**src/hdl/pfpsm_pkg.sv**
```systemverilog
package pfpsm_pkg;

    localparam int MAX_CHANNELS_DEF = 8;
    localparam int COUNT_BITS_DEF   = 32;

    localparam int CFG_INDEX_W = 2;
    localparam int CFG_DATA_W  = 32;

    localparam logic [CFG_INDEX_W-1:0] CFG_CHANNEL_COUNT = 2'd0;
    localparam logic [CFG_INDEX_W-1:0] CFG_FRAME_LENGTH  = 2'd1;
    localparam logic [CFG_INDEX_W-1:0] CFG_FRAME_COUNT   = 2'd2;

    localparam logic [3:0]  RST_CHANNEL_COUNT = 4'd2;
    localparam logic [31:0] RST_FRAME_LENGTH  = 32'd48234496;
    localparam logic [15:0] RST_FRAME_COUNT   = 16'd1;

    localparam logic [47:0] ROUND_HALF = 48'h0000_0000_8000;

    localparam logic KIND_FRAME  = 1'b0;
    localparam logic KIND_TOTALS = 1'b1;

    localparam int QUEUE_DEPTH = 3;

    typedef struct packed {
        logic signed [15:0] sample;
        logic               last_sample;
    } in_item_t;

    typedef struct packed {
        logic        result_kind;
        logic [15:0] frame_number;
        logic [15:0] frame_peak_abs;
        logic [15:0] frame_max_jump;
        logic [15:0] stream_peak_abs;
        logic [31:0] nonzero_samples;
        logic [62:0] square_sum;
        logic        final_result;
    } out_item_t;

endpackage

```
**src/hdl/pcm_frame_peak_step_meter_unit.sv**
```systemverilog
// PCM frame peak and step meter.
// The s_ channel takes one interleaved signed 16-bit sample per item, with
// last_sample marking the end of a stream. The m_ channel returns result
// items: one frame statistics item each time a frame boundary is crossed,
// and on the last sample the open frame followed by the whole-stream totals.
// Frame boundaries come from a Q32.16 accumulator of the Q16.16 frame
// length, rounded and aligned down to whole interleaved groups.
// An accepted item is held in the input register and measured from there;
// its results are written into the result queue, whose head drives m_item.
// One item is taken per cycle while the queue has room for its results. An
// item that closes a frame or ends the stream needs one to three result
// slots in a three-entry result queue, so the sustained rate is bounded by
// the single result port.
// When m_ready is low, the queue and then the input register fill and
// s_ready drops; nothing is lost. Reset empties both and loads the default
// configuration. A write to a used configuration index restarts the measurement.
module pcm_frame_peak_step_meter_unit #(
    parameter int MAX_CHANNELS = pfpsm_pkg::MAX_CHANNELS_DEF,
    parameter int COUNT_BITS   = pfpsm_pkg::COUNT_BITS_DEF
) (
    input  logic                               aclk,
    input  logic                               aresetn,
    input  logic                               cfg_wr_en,
    input  logic [pfpsm_pkg::CFG_INDEX_W-1:0]  cfg_index,
    input  logic [pfpsm_pkg::CFG_DATA_W-1:0]   cfg_wdata,
    input  logic                               s_valid,
    output logic                               s_ready,
    input  pfpsm_pkg::in_item_t                s_item,
    output logic                               m_valid,
    input  logic                               m_ready,
    output pfpsm_pkg::out_item_t               m_item
);

    localparam int EFF_W = $clog2(MAX_CHANNELS + 1);
    localparam int PH_W  = (MAX_CHANNELS > 1) ? $clog2(MAX_CHANNELS) : 1;
    localparam int CMP_W = ((COUNT_BITS > 32) ? COUNT_BITS : 32) + 1;
    localparam int QD    = pfpsm_pkg::QUEUE_DEPTH;
    localparam logic [EFF_W-1:0] SIF_MAX = EFF_W'(MAX_CHANNELS);
    localparam logic [47:0] RST_ACC =
        {16'd0, pfpsm_pkg::RST_FRAME_LENGTH} + pfpsm_pkg::ROUND_HALF;

    function automatic logic [EFF_W-1:0] eff_chan(input logic [3:0] cc);
        logic [EFF_W-1:0] r;
        if (cc == 4'd0) begin
            r = EFF_W'(1);
        end else if (int'(cc) > MAX_CHANNELS) begin
            r = EFF_W'(MAX_CHANNELS);
        end else begin
            r = EFF_W'(cc);
        end
        return r;
    endfunction

    function automatic logic [31:0] eff_len(input logic [3:0] cc, input logic [31:0] len);
        logic [31:0] minl;
        minl = 32'(eff_chan(cc)) << 16;
        return (len < minl) ? minl : len;
    endfunction

    // Configuration
    logic [3:0]  chan_cnt_reg, chan_cnt_next;
    logic [31:0] frame_len_reg, frame_len_next;
    logic [15:0] frame_cnt_reg, frame_cnt_next;
    logic        cfg_restart;
    logic [47:0] acc_restart;

    // Input stage
    logic                 in_valid_reg, in_valid_next;
    pfpsm_pkg::in_item_t  in_item_reg;
    logic                 s_fire;
    logic                 proc_en;

    // Measurement state
    logic [47:0]           acc_reg, acc_next;
    logic [COUNT_BITS-1:0] pos_reg, pos_next;
    logic [PH_W-1:0]       phase_reg, phase_next;
    logic [15:0]           cur_frame_reg, cur_frame_next;
    logic [EFF_W-1:0]      sif_reg, sif_next;
    logic [15:0]           fpk_reg, fpk_next;
    logic [15:0]           fjmp_reg, fjmp_next;
    logic [15:0]           spk_reg, spk_next;
    logic [31:0]           nz_reg, nz_next;
    logic [62:0]           sq_reg, sq_next;
    logic [15:0]           prev_reg [MAX_CHANNELS];

    // Result queue
    pfpsm_pkg::out_item_t  q_reg   [QD];
    pfpsm_pkg::out_item_t  q_shift [QD];
    pfpsm_pkg::out_item_t  q_next  [QD];
    pfpsm_pkg::out_item_t  gen     [QD];
    logic [1:0]            gen_idx [QD];
    logic [QD-1:0]         wr_hit;
    logic [1:0]            q_cnt_reg, q_cnt_next;
    logic                  pop;
    logic [1:0]            base;
    logic [1:0]            needed;
    logic                  room;

    // Datapath
    logic [EFF_W-1:0]  chan_eff;
    logic [31:0]       len_eff;
    logic [15:0]       frames_eff;
    logic [15:0]       raw;
    logic [15:0]       a;
    logic              frame_open;
    logic [CMP_W-1:0]  grp_end;
    logic [CMP_W-1:0]  bound;
    logic              close;
    logic [PH_W-1:0]   ph_eff;
    logic [EFF_W-1:0]  sif_base;
    logic [15:0]       fpk_base;
    logic [15:0]       fjmp_base;
    logic [15:0]       prev;
    logic [16:0]       diff;
    logic [16:0]       diff_abs;
    logic [15:0]       fpk_new;
    logic [15:0]       fjmp_new;
    logic [15:0]       spk_new;
    logic [31:0]       nz_new;
    logic [31:0]       sq_item;
    logic [63:0]       sq_sum;
    logic [62:0]       sq_new;
    logic [COUNT_BITS-1:0] pos_new;
    logic [15:0]       cf_new;
    logic [47:0]       acc_new;
    logic [EFF_W-1:0]  ph_inc;
    logic [PH_W-1:0]   phase_new;
    logic [EFF_W-1:0]  sif_new;
    pfpsm_pkg::out_item_t res_close;
    pfpsm_pkg::out_item_t res_frame;
    pfpsm_pkg::out_item_t res_tot;

    always_comb begin
        chan_cnt_next  = chan_cnt_reg;
        frame_len_next = frame_len_reg;
        frame_cnt_next = frame_cnt_reg;
        cfg_restart    = 1'b0;
        if (cfg_wr_en) begin
            unique case (cfg_index)
                pfpsm_pkg::CFG_CHANNEL_COUNT: begin
                    chan_cnt_next = cfg_wdata[3:0];
                    cfg_restart   = 1'b1;
                end
                pfpsm_pkg::CFG_FRAME_LENGTH: begin
                    frame_len_next = cfg_wdata[31:0];
                    cfg_restart    = 1'b1;
                end
                pfpsm_pkg::CFG_FRAME_COUNT: begin
                    frame_cnt_next = cfg_wdata[15:0];
                    cfg_restart    = 1'b1;
                end
                default: begin
                    cfg_restart = 1'b0;
                end
            endcase
        end
    end

    assign acc_restart = {16'd0, eff_len(chan_cnt_next, frame_len_next)} + pfpsm_pkg::ROUND_HALF;

    assign chan_eff   = eff_chan(chan_cnt_reg);
    assign len_eff    = eff_len(chan_cnt_reg, frame_len_reg);
    assign frames_eff = (frame_cnt_reg == 16'd0) ? 16'd1 : frame_cnt_reg;

    // The phase equals the position modulo the channel count, so the aligned
    // boundary is reached once the end of the current group passes it.
    assign raw        = in_item_reg.sample;
    assign a          = raw[15] ? (~raw + 16'd1) : raw;
    assign frame_open = ({1'b0, cur_frame_reg} + 17'd1) < {1'b0, frames_eff};
    assign grp_end    = CMP_W'(pos_reg) + CMP_W'(chan_eff - EFF_W'(phase_reg));
    assign bound      = CMP_W'(acc_reg[47:16]);
    assign close      = frame_open && (grp_end > bound);

    assign ph_eff    = close ? '0 : phase_reg;
    assign sif_base  = close ? '0 : sif_reg;
    assign fpk_base  = close ? 16'd0 : fpk_reg;
    assign fjmp_base = close ? 16'd0 : fjmp_reg;
    assign prev      = prev_reg[ph_eff];
    assign diff      = {raw[15], raw} - {prev[15], prev};
    assign diff_abs  = diff[16] ? (~diff + 17'd1) : diff;

    assign fpk_new  = (a > fpk_base) ? a : fpk_base;
    assign fjmp_new = ((sif_base >= chan_eff) && (diff_abs[15:0] > fjmp_base)) ?
                      diff_abs[15:0] : fjmp_base;
    assign spk_new  = (a > spk_reg) ? a : spk_reg;
    assign nz_new   = ((raw != 16'd0) && (nz_reg != '1)) ? nz_reg + 32'd1 : nz_reg;
    assign sq_item  = a * a;
    assign sq_sum   = {1'b0, sq_reg} + {32'd0, sq_item};
    assign sq_new   = sq_sum[63] ? '1 : sq_sum[62:0];
    assign pos_new  = (pos_reg == '1) ? pos_reg : pos_reg + COUNT_BITS'(1);
    assign cf_new   = cur_frame_reg + 16'(close);
    assign acc_new  = close ? acc_reg + {16'd0, len_eff} : acc_reg;
    assign ph_inc   = EFF_W'(ph_eff) + EFF_W'(1);
    assign phase_new = (ph_inc == chan_eff) ? '0 : PH_W'(ph_inc);
    assign sif_new  = (sif_base == SIF_MAX) ? sif_base : sif_base + EFF_W'(1);

    always_comb begin
        res_close                 = '0;
        res_close.result_kind     = pfpsm_pkg::KIND_FRAME;
        res_close.frame_number    = cur_frame_reg;
        res_close.frame_peak_abs  = fpk_reg;
        res_close.frame_max_jump  = fjmp_reg;

        res_frame                 = '0;
        res_frame.result_kind     = pfpsm_pkg::KIND_FRAME;
        res_frame.frame_number    = cf_new;
        res_frame.frame_peak_abs  = fpk_new;
        res_frame.frame_max_jump  = fjmp_new;

        res_tot                   = '0;
        res_tot.result_kind       = pfpsm_pkg::KIND_TOTALS;
        res_tot.stream_peak_abs   = spk_new;
        res_tot.nonzero_samples   = nz_new;
        res_tot.square_sum        = sq_new;
        res_tot.final_result      = 1'b1;
    end

    assign gen[0] = close ? res_close : res_frame;
    assign gen[1] = close ? res_frame : res_tot;
    assign gen[2] = res_tot;

    assign needed = 2'(close) + (in_item_reg.last_sample ? 2'd2 : 2'd0);
    assign pop    = (q_cnt_reg != 2'd0) && m_ready;
    assign base   = q_cnt_reg - 2'(pop);
    assign room   = ({1'b0, base} + {1'b0, needed}) <= 3'(QD);

    assign proc_en = in_valid_reg && room;
    assign s_ready = !in_valid_reg || proc_en;
    assign s_fire  = s_valid && s_ready;

    for (genvar gi = 0; gi < QD; gi++) begin : g_queue
        if (gi < QD - 1) begin : g_mid
            assign q_shift[gi] = pop ? q_reg[gi+1] : q_reg[gi];
        end else begin : g_tail
            assign q_shift[gi] = q_reg[gi];
        end
        assign wr_hit[gi]  = proc_en && (3'(gi) >= {1'b0, base}) &&
                             (3'(gi) < ({1'b0, base} + {1'b0, needed}));
        assign gen_idx[gi] = 2'(gi) - base;
        assign q_next[gi]  = wr_hit[gi] ? gen[gen_idx[gi]] : q_shift[gi];
    end

    assign q_cnt_next = base + (proc_en ? needed : 2'd0);
    assign m_valid    = (q_cnt_reg != 2'd0);
    assign m_item     = q_reg[0];

    assign in_valid_next = s_fire ? 1'b1 : (proc_en ? 1'b0 : in_valid_reg);

    always_comb begin
        acc_next       = acc_reg;
        pos_next       = pos_reg;
        phase_next     = phase_reg;
        cur_frame_next = cur_frame_reg;
        sif_next       = sif_reg;
        fpk_next       = fpk_reg;
        fjmp_next      = fjmp_reg;
        spk_next       = spk_reg;
        nz_next        = nz_reg;
        sq_next        = sq_reg;
        if (cfg_restart || (proc_en && in_item_reg.last_sample)) begin
            acc_next       = acc_restart;
            pos_next       = '0;
            phase_next     = '0;
            cur_frame_next = 16'd0;
            sif_next       = '0;
            fpk_next       = 16'd0;
            fjmp_next      = 16'd0;
            spk_next       = 16'd0;
            nz_next        = 32'd0;
            sq_next        = '0;
        end else if (proc_en) begin
            acc_next       = acc_new;
            pos_next       = pos_new;
            phase_next     = phase_new;
            cur_frame_next = cf_new;
            sif_next       = sif_new;
            fpk_next       = fpk_new;
            fjmp_next      = fjmp_new;
            spk_next       = spk_new;
            nz_next        = nz_new;
            sq_next        = sq_new;
        end
    end

    always_ff @(posedge aclk) begin
        if (!aresetn) begin
            chan_cnt_reg  <= pfpsm_pkg::RST_CHANNEL_COUNT;
            frame_len_reg <= pfpsm_pkg::RST_FRAME_LENGTH;
            frame_cnt_reg <= pfpsm_pkg::RST_FRAME_COUNT;
            in_valid_reg  <= 1'b0;
            q_cnt_reg     <= 2'd0;
            acc_reg       <= RST_ACC;
            pos_reg       <= '0;
            phase_reg     <= '0;
            cur_frame_reg <= 16'd0;
            sif_reg       <= '0;
            fpk_reg       <= 16'd0;
            fjmp_reg      <= 16'd0;
            spk_reg       <= 16'd0;
            nz_reg        <= 32'd0;
            sq_reg        <= '0;
        end else begin
            chan_cnt_reg  <= chan_cnt_next;
            frame_len_reg <= frame_len_next;
            frame_cnt_reg <= frame_cnt_next;
            in_valid_reg  <= in_valid_next;
            q_cnt_reg     <= q_cnt_next;
            acc_reg       <= acc_next;
            pos_reg       <= pos_next;
            phase_reg     <= phase_next;
            cur_frame_reg <= cur_frame_next;
            sif_reg       <= sif_next;
            fpk_reg       <= fpk_next;
            fjmp_reg      <= fjmp_next;
            spk_reg       <= spk_next;
            nz_reg        <= nz_next;
            sq_reg        <= sq_next;
        end
    end

    always_ff @(posedge aclk) begin
        if (s_fire) begin
            in_item_reg <= s_item;
        end
        if (proc_en) begin
            prev_reg[ph_eff] <= raw;
        end
        for (int i = 0; i < QD; i++) begin
            q_reg[i] <= q_next[i];
        end
    end

endmodule

```
**config.mk**
```make
export PLATFORM = sky130hd
export DESIGN_NAME = pcm_frame_peak_step_meter_unit
export DESIGN_NICKNAME = d
export VERILOG_FILES = /design/src/hdl/pfpsm_pkg.sv /design/src/hdl/pcm_frame_peak_step_meter_unit.sv
export SDC_FILE = /design/constraint.sdc
export NUM_CORES = 2
export LEC_CHECK = 0
export BUFFER_PORTS_ARGS = -buffer_cell sky130_fd_sc_hd__buf_2
export CAP_MARGIN = 20
export CORE_MARGIN = 2
export CORE_UTILIZATION = 30
export CTS_BUF_LIST = sky130_fd_sc_hd__clkbuf_4 sky130_fd_sc_hd__clkbuf_8
export CTS_CLUSTER_DIAMETER = 60
export CTS_CLUSTER_SIZE = 20
export DETAILED_ROUTE_END_ITERATION = 6
export PLACE_DENSITY = 0.43
export SLEW_MARGIN = 20
export SYNTH_ARGS = -nofsm -noshare
export SYNTH_HDL_FRONTEND = slang
export SYNTH_SLANG_ARGS = --single-unit
```
**constraint.sdc**
```tcl
create_clock -name aclk -period 18 [get_ports aclk]
set_input_delay 0.9 -clock aclk [delete_from_list [all_inputs] [get_ports aclk]]
set_output_delay 0.9 -clock aclk [all_outputs]
set_load 0.01 [all_outputs]
```
==> flow_summary.toml <==
[clock_tree]
tritoncts_clock_tree = "yes"
ctsResizeCount = 0
clockBufferDepth = 3
post-cts-setup-buffer-count = 0
post_cts_hold_buffer_count = 0
clk_latency_ps = 920
clk_pin_slew_ps = 110
number_of_h_tree_levels = 3
cts-buffers-inserted = 113
root_buffer = "sky130_fd_sc_hd__clkbuf_8"
clock-sinks = 926

[critical_path]
cpMostUsedCell = "sky130_fd_sc_hd__a21o_1"
crit_buf_inv = 7
timing.critical_path.slowest_stage_cell = "sky130_fd_sc_hd__nor3_2"
cp_top_family = "compound AO/OA/AOI/OAI gates"
worst_setup_path_start_kind = "flip-flop"
timing.critical_path.arrival_ps = 16610
cp_data_required_time_ps = 18780
criticalPathCategory = "flip-flop to flip-flop"
crit_path_max_fanout = 36
worst_path_largest_cell_delay_ps = 840
regToRegEndpoint = "q_reg[0][435]"
ff2ff_setup_slack_ps = 2160
worst-path-stages = 59
critical_path.reg2reg.startpoint = "chan_cnt_reg[3]"
worst_setup_end_kind = "flip-flop"
number_of_cells_on_the_worst_reg_to_reg_path = 59

[synth]
syn_area_um2 = 55900
post_synth_num_cell_types = 82
synthFlopType = "sky130_fd_sc_hd__edfxtp_1"
syn-instance-count = 5634
synth.ff_latch_count = 926
synthArstFlopShare_pct = 0
synth_sequential_area_ratio_pct = 44.3
syn_avg_cell_area_um2 = 9.93
yosysWarnings = 0
synth-edff-count = 625

[cells_and_area]
area_growth_pct = 9.87
nNetsFinal = 6183
final.fill_count = 19144
drive_above_1_share_pct = 10.7
largest_register_ff_count = 480

[place]
dp_slack_ps = 2240
portBuffers = 218
gp_congestion = 0.838
detailedPlacementHpwl_um = 115000

[drt]
wl_per_cell_um = 20.3
vias = 40008
drt.antenna.violating_nets = 0
wirelength_um = 167000
detailedRoute.firstIterationViolations = 2356
via_density = 4.88
remaining_routing_drc_violations = 0
detail_route.first_pass.iterations = 7

[sta]
min_period_ps = 15840
setup_violations = 0
finalHoldViolations = 0
timing_max_transition_violations_final = 0
final.period_utilization_pct = 88.0
grt_setup_unrepaired = "false"
fmaxAchievable_ghz = 0.0631
setup_skew_ps = 74.7
transition_time_of_the_tightest_slew_check_pin_ps = 1110
postLayoutSetupSlackWorst_ps = 2160
finalSetupTns_ps = 0
maxSlewHeadroom_pct = 25.8

[hold_path]
worstHoldEndpoint = "raw[2]"
hold_path.class = "input port to flip-flop"
min-delay-start = "s_item[3]"
hold-path-cell-count = 1

[grt]
grt_antenna_before_repair = 10
grt_usage_pct = 17.3
overflow = 0
grt_pass1_wl_um = 255000
grt_max_degree = 168
first_global_vias = 40122

[floorplan]
floorplan.die_area_um2 = 190000
width_of_the_chip_um = 436
floorplan.rows = 158
chipHeight_um = 436
floorplan.core_area_um2 = 185000
ioPinCount = 219
floorplan.initialDensity_pct = 30.2

[flow_run]
drv.max_cap_violation_count = 0

[status]
outcome = "finished clean"
==> metal layers <==
metal / routed length [um] / track usage [%] / up-vias / part of all wire [%]
met5: 7 / 0 / - / 0.0042
li1: - / - / 19473 / -
met4: 2910 / 4.01 / 2 / 1.7
met3: 6340 / 2.25 / 157 / 3.8
met1: 80100 / 24.2 / 19640 / 48
met2: 77200 / 28.3 / 736 / 46
==> synth_stat cells (all sizes together), types with 43 or more instances <==
library cell	count	share of area (%)
xor2	130	2.0
dfxtp	301	11
nand2	684	4.6
inv	396	2.7
ha	308	6.9
nand4	43	0.48
a21o	61	0.82
a211oi	46	0.62
edfxtp	625	34
and2	94	1.1
fa	200	7.2
nor3	78	0.75
nand3	84	0.75
nor2	522	3.5
a21oi	229	2.0
o21ai	373	3.3
nor2b	87	0.97
buf	189	2.4
o21a	47	0.63
a22o	53	0.83
and3	58	0.65
mux2i	87	1.6
xnor2	172	2.7
clkbuf	248	1.7
==> cells in the final DEF (no fill, tap or decap), types with 35 or more instances in the layout <==
cell type / instances
sky130_fd_sc_hd__buf_2: 218
sky130_fd_sc_hd__nand2_1: 681
sky130_fd_sc_hd__nand3_1: 84
sky130_fd_sc_hd__nor2_1: 520
sky130_fd_sc_hd__a21oi_1: 229
sky130_fd_sc_hd__o21a_1: 47
sky130_fd_sc_hd__dfxtp_1: 300
sky130_fd_sc_hd__and3_1: 58
sky130_fd_sc_hd__nor3_1: 66
sky130_fd_sc_hd__o22ai_1: 35
sky130_fd_sc_hd__xnor2_1: 172
sky130_fd_sc_hd__a21o_1: 61
sky130_fd_sc_hd__buf_4: 75
sky130_fd_sc_hd__and2_1: 92
sky130_fd_sc_hd__fa_1: 200
sky130_fd_sc_hd__o21ai_0: 370
sky130_fd_sc_hd__or3_1: 39
sky130_fd_sc_hd__edfxtp_1: 625
sky130_fd_sc_hd__a211oi_1: 46
sky130_fd_sc_hd__nand4_1: 43
sky130_fd_sc_hd__nor2b_1: 86
sky130_fd_sc_hd__a22o_1: 53
sky130_fd_sc_hd__clkbuf_8: 116
sky130_fd_sc_hd__inv_1: 393
sky130_fd_sc_hd__ha_1: 308
sky130_fd_sc_hd__mux2i_1: 86
sky130_fd_sc_hd__xor2_1: 129
==> worst max-delay path by stage <==
stage                               end            start  slack [ps]
after floorplan             q_reg[0][0]  chan_cnt_reg[2]        4690
after global placement    q_reg[0][442]  chan_cnt_reg[3]        2470
after detailed placement  q_reg[0][437]  chan_cnt_reg[3]        2240
after CTS                 q_reg[0][435]  chan_cnt_reg[3]        2170
after global routing      q_reg[0][438]  chan_cnt_reg[3]        1010
final                     q_reg[0][435]  chan_cnt_reg[3]        2160
==> through the flow <==
step	area, um^2	hold slack (ps)	utilization, %	cells
finish	61400	160	33.2	8203
detailed placement	58700	452	31.7	7983
global placement	58700	448	31.7	7983
floorplan	56000	436	-	5644
global route	61400	91.2	33.2	8201
CTS	61400	34.6	33.2	8198
==> logic make-up (layout without fill, tap and decap cells) <==
kind of cell | Yosys count | count (layout) | share of synthesized area [%]
buffers and inverters | 838 | 913 | 6.73
other | 2 | 16 | 0.0134
AOI/OAI and AO/OA | 1132 | 1132 | 13.0
muxes | 127 | 127 | 2.58
and+or+nand+nor | 1797 | 1797 | 14.5
xor gates and xnor gates | 302 | 302 | 4.73
DFF | 926 | 926 | 44.3
adders and majority gates | 510 | 510 | 14.1
==> layout make-up <==
cell class | instances | area, um^2 | share of cell area, %
multi-input combinational | 3880 | 27600 | 44.9
sequential | 926 | 24800 | 40.4
tap | 2480 | 3100 | 5.05
timing repair buffer | 297 | 1730 | 2.82
clock buffer | 120 | 1630 | 2.65
inverter | 401 | 1510 | 2.45
clock inverter | 95 | 1070 | 1.75
antenna | 4 | 10.0 | 0.0163
Power is left out: the tool's default activity adds up to more than one toggle a clock period on the data nets, which glitch-free logic cannot reach.
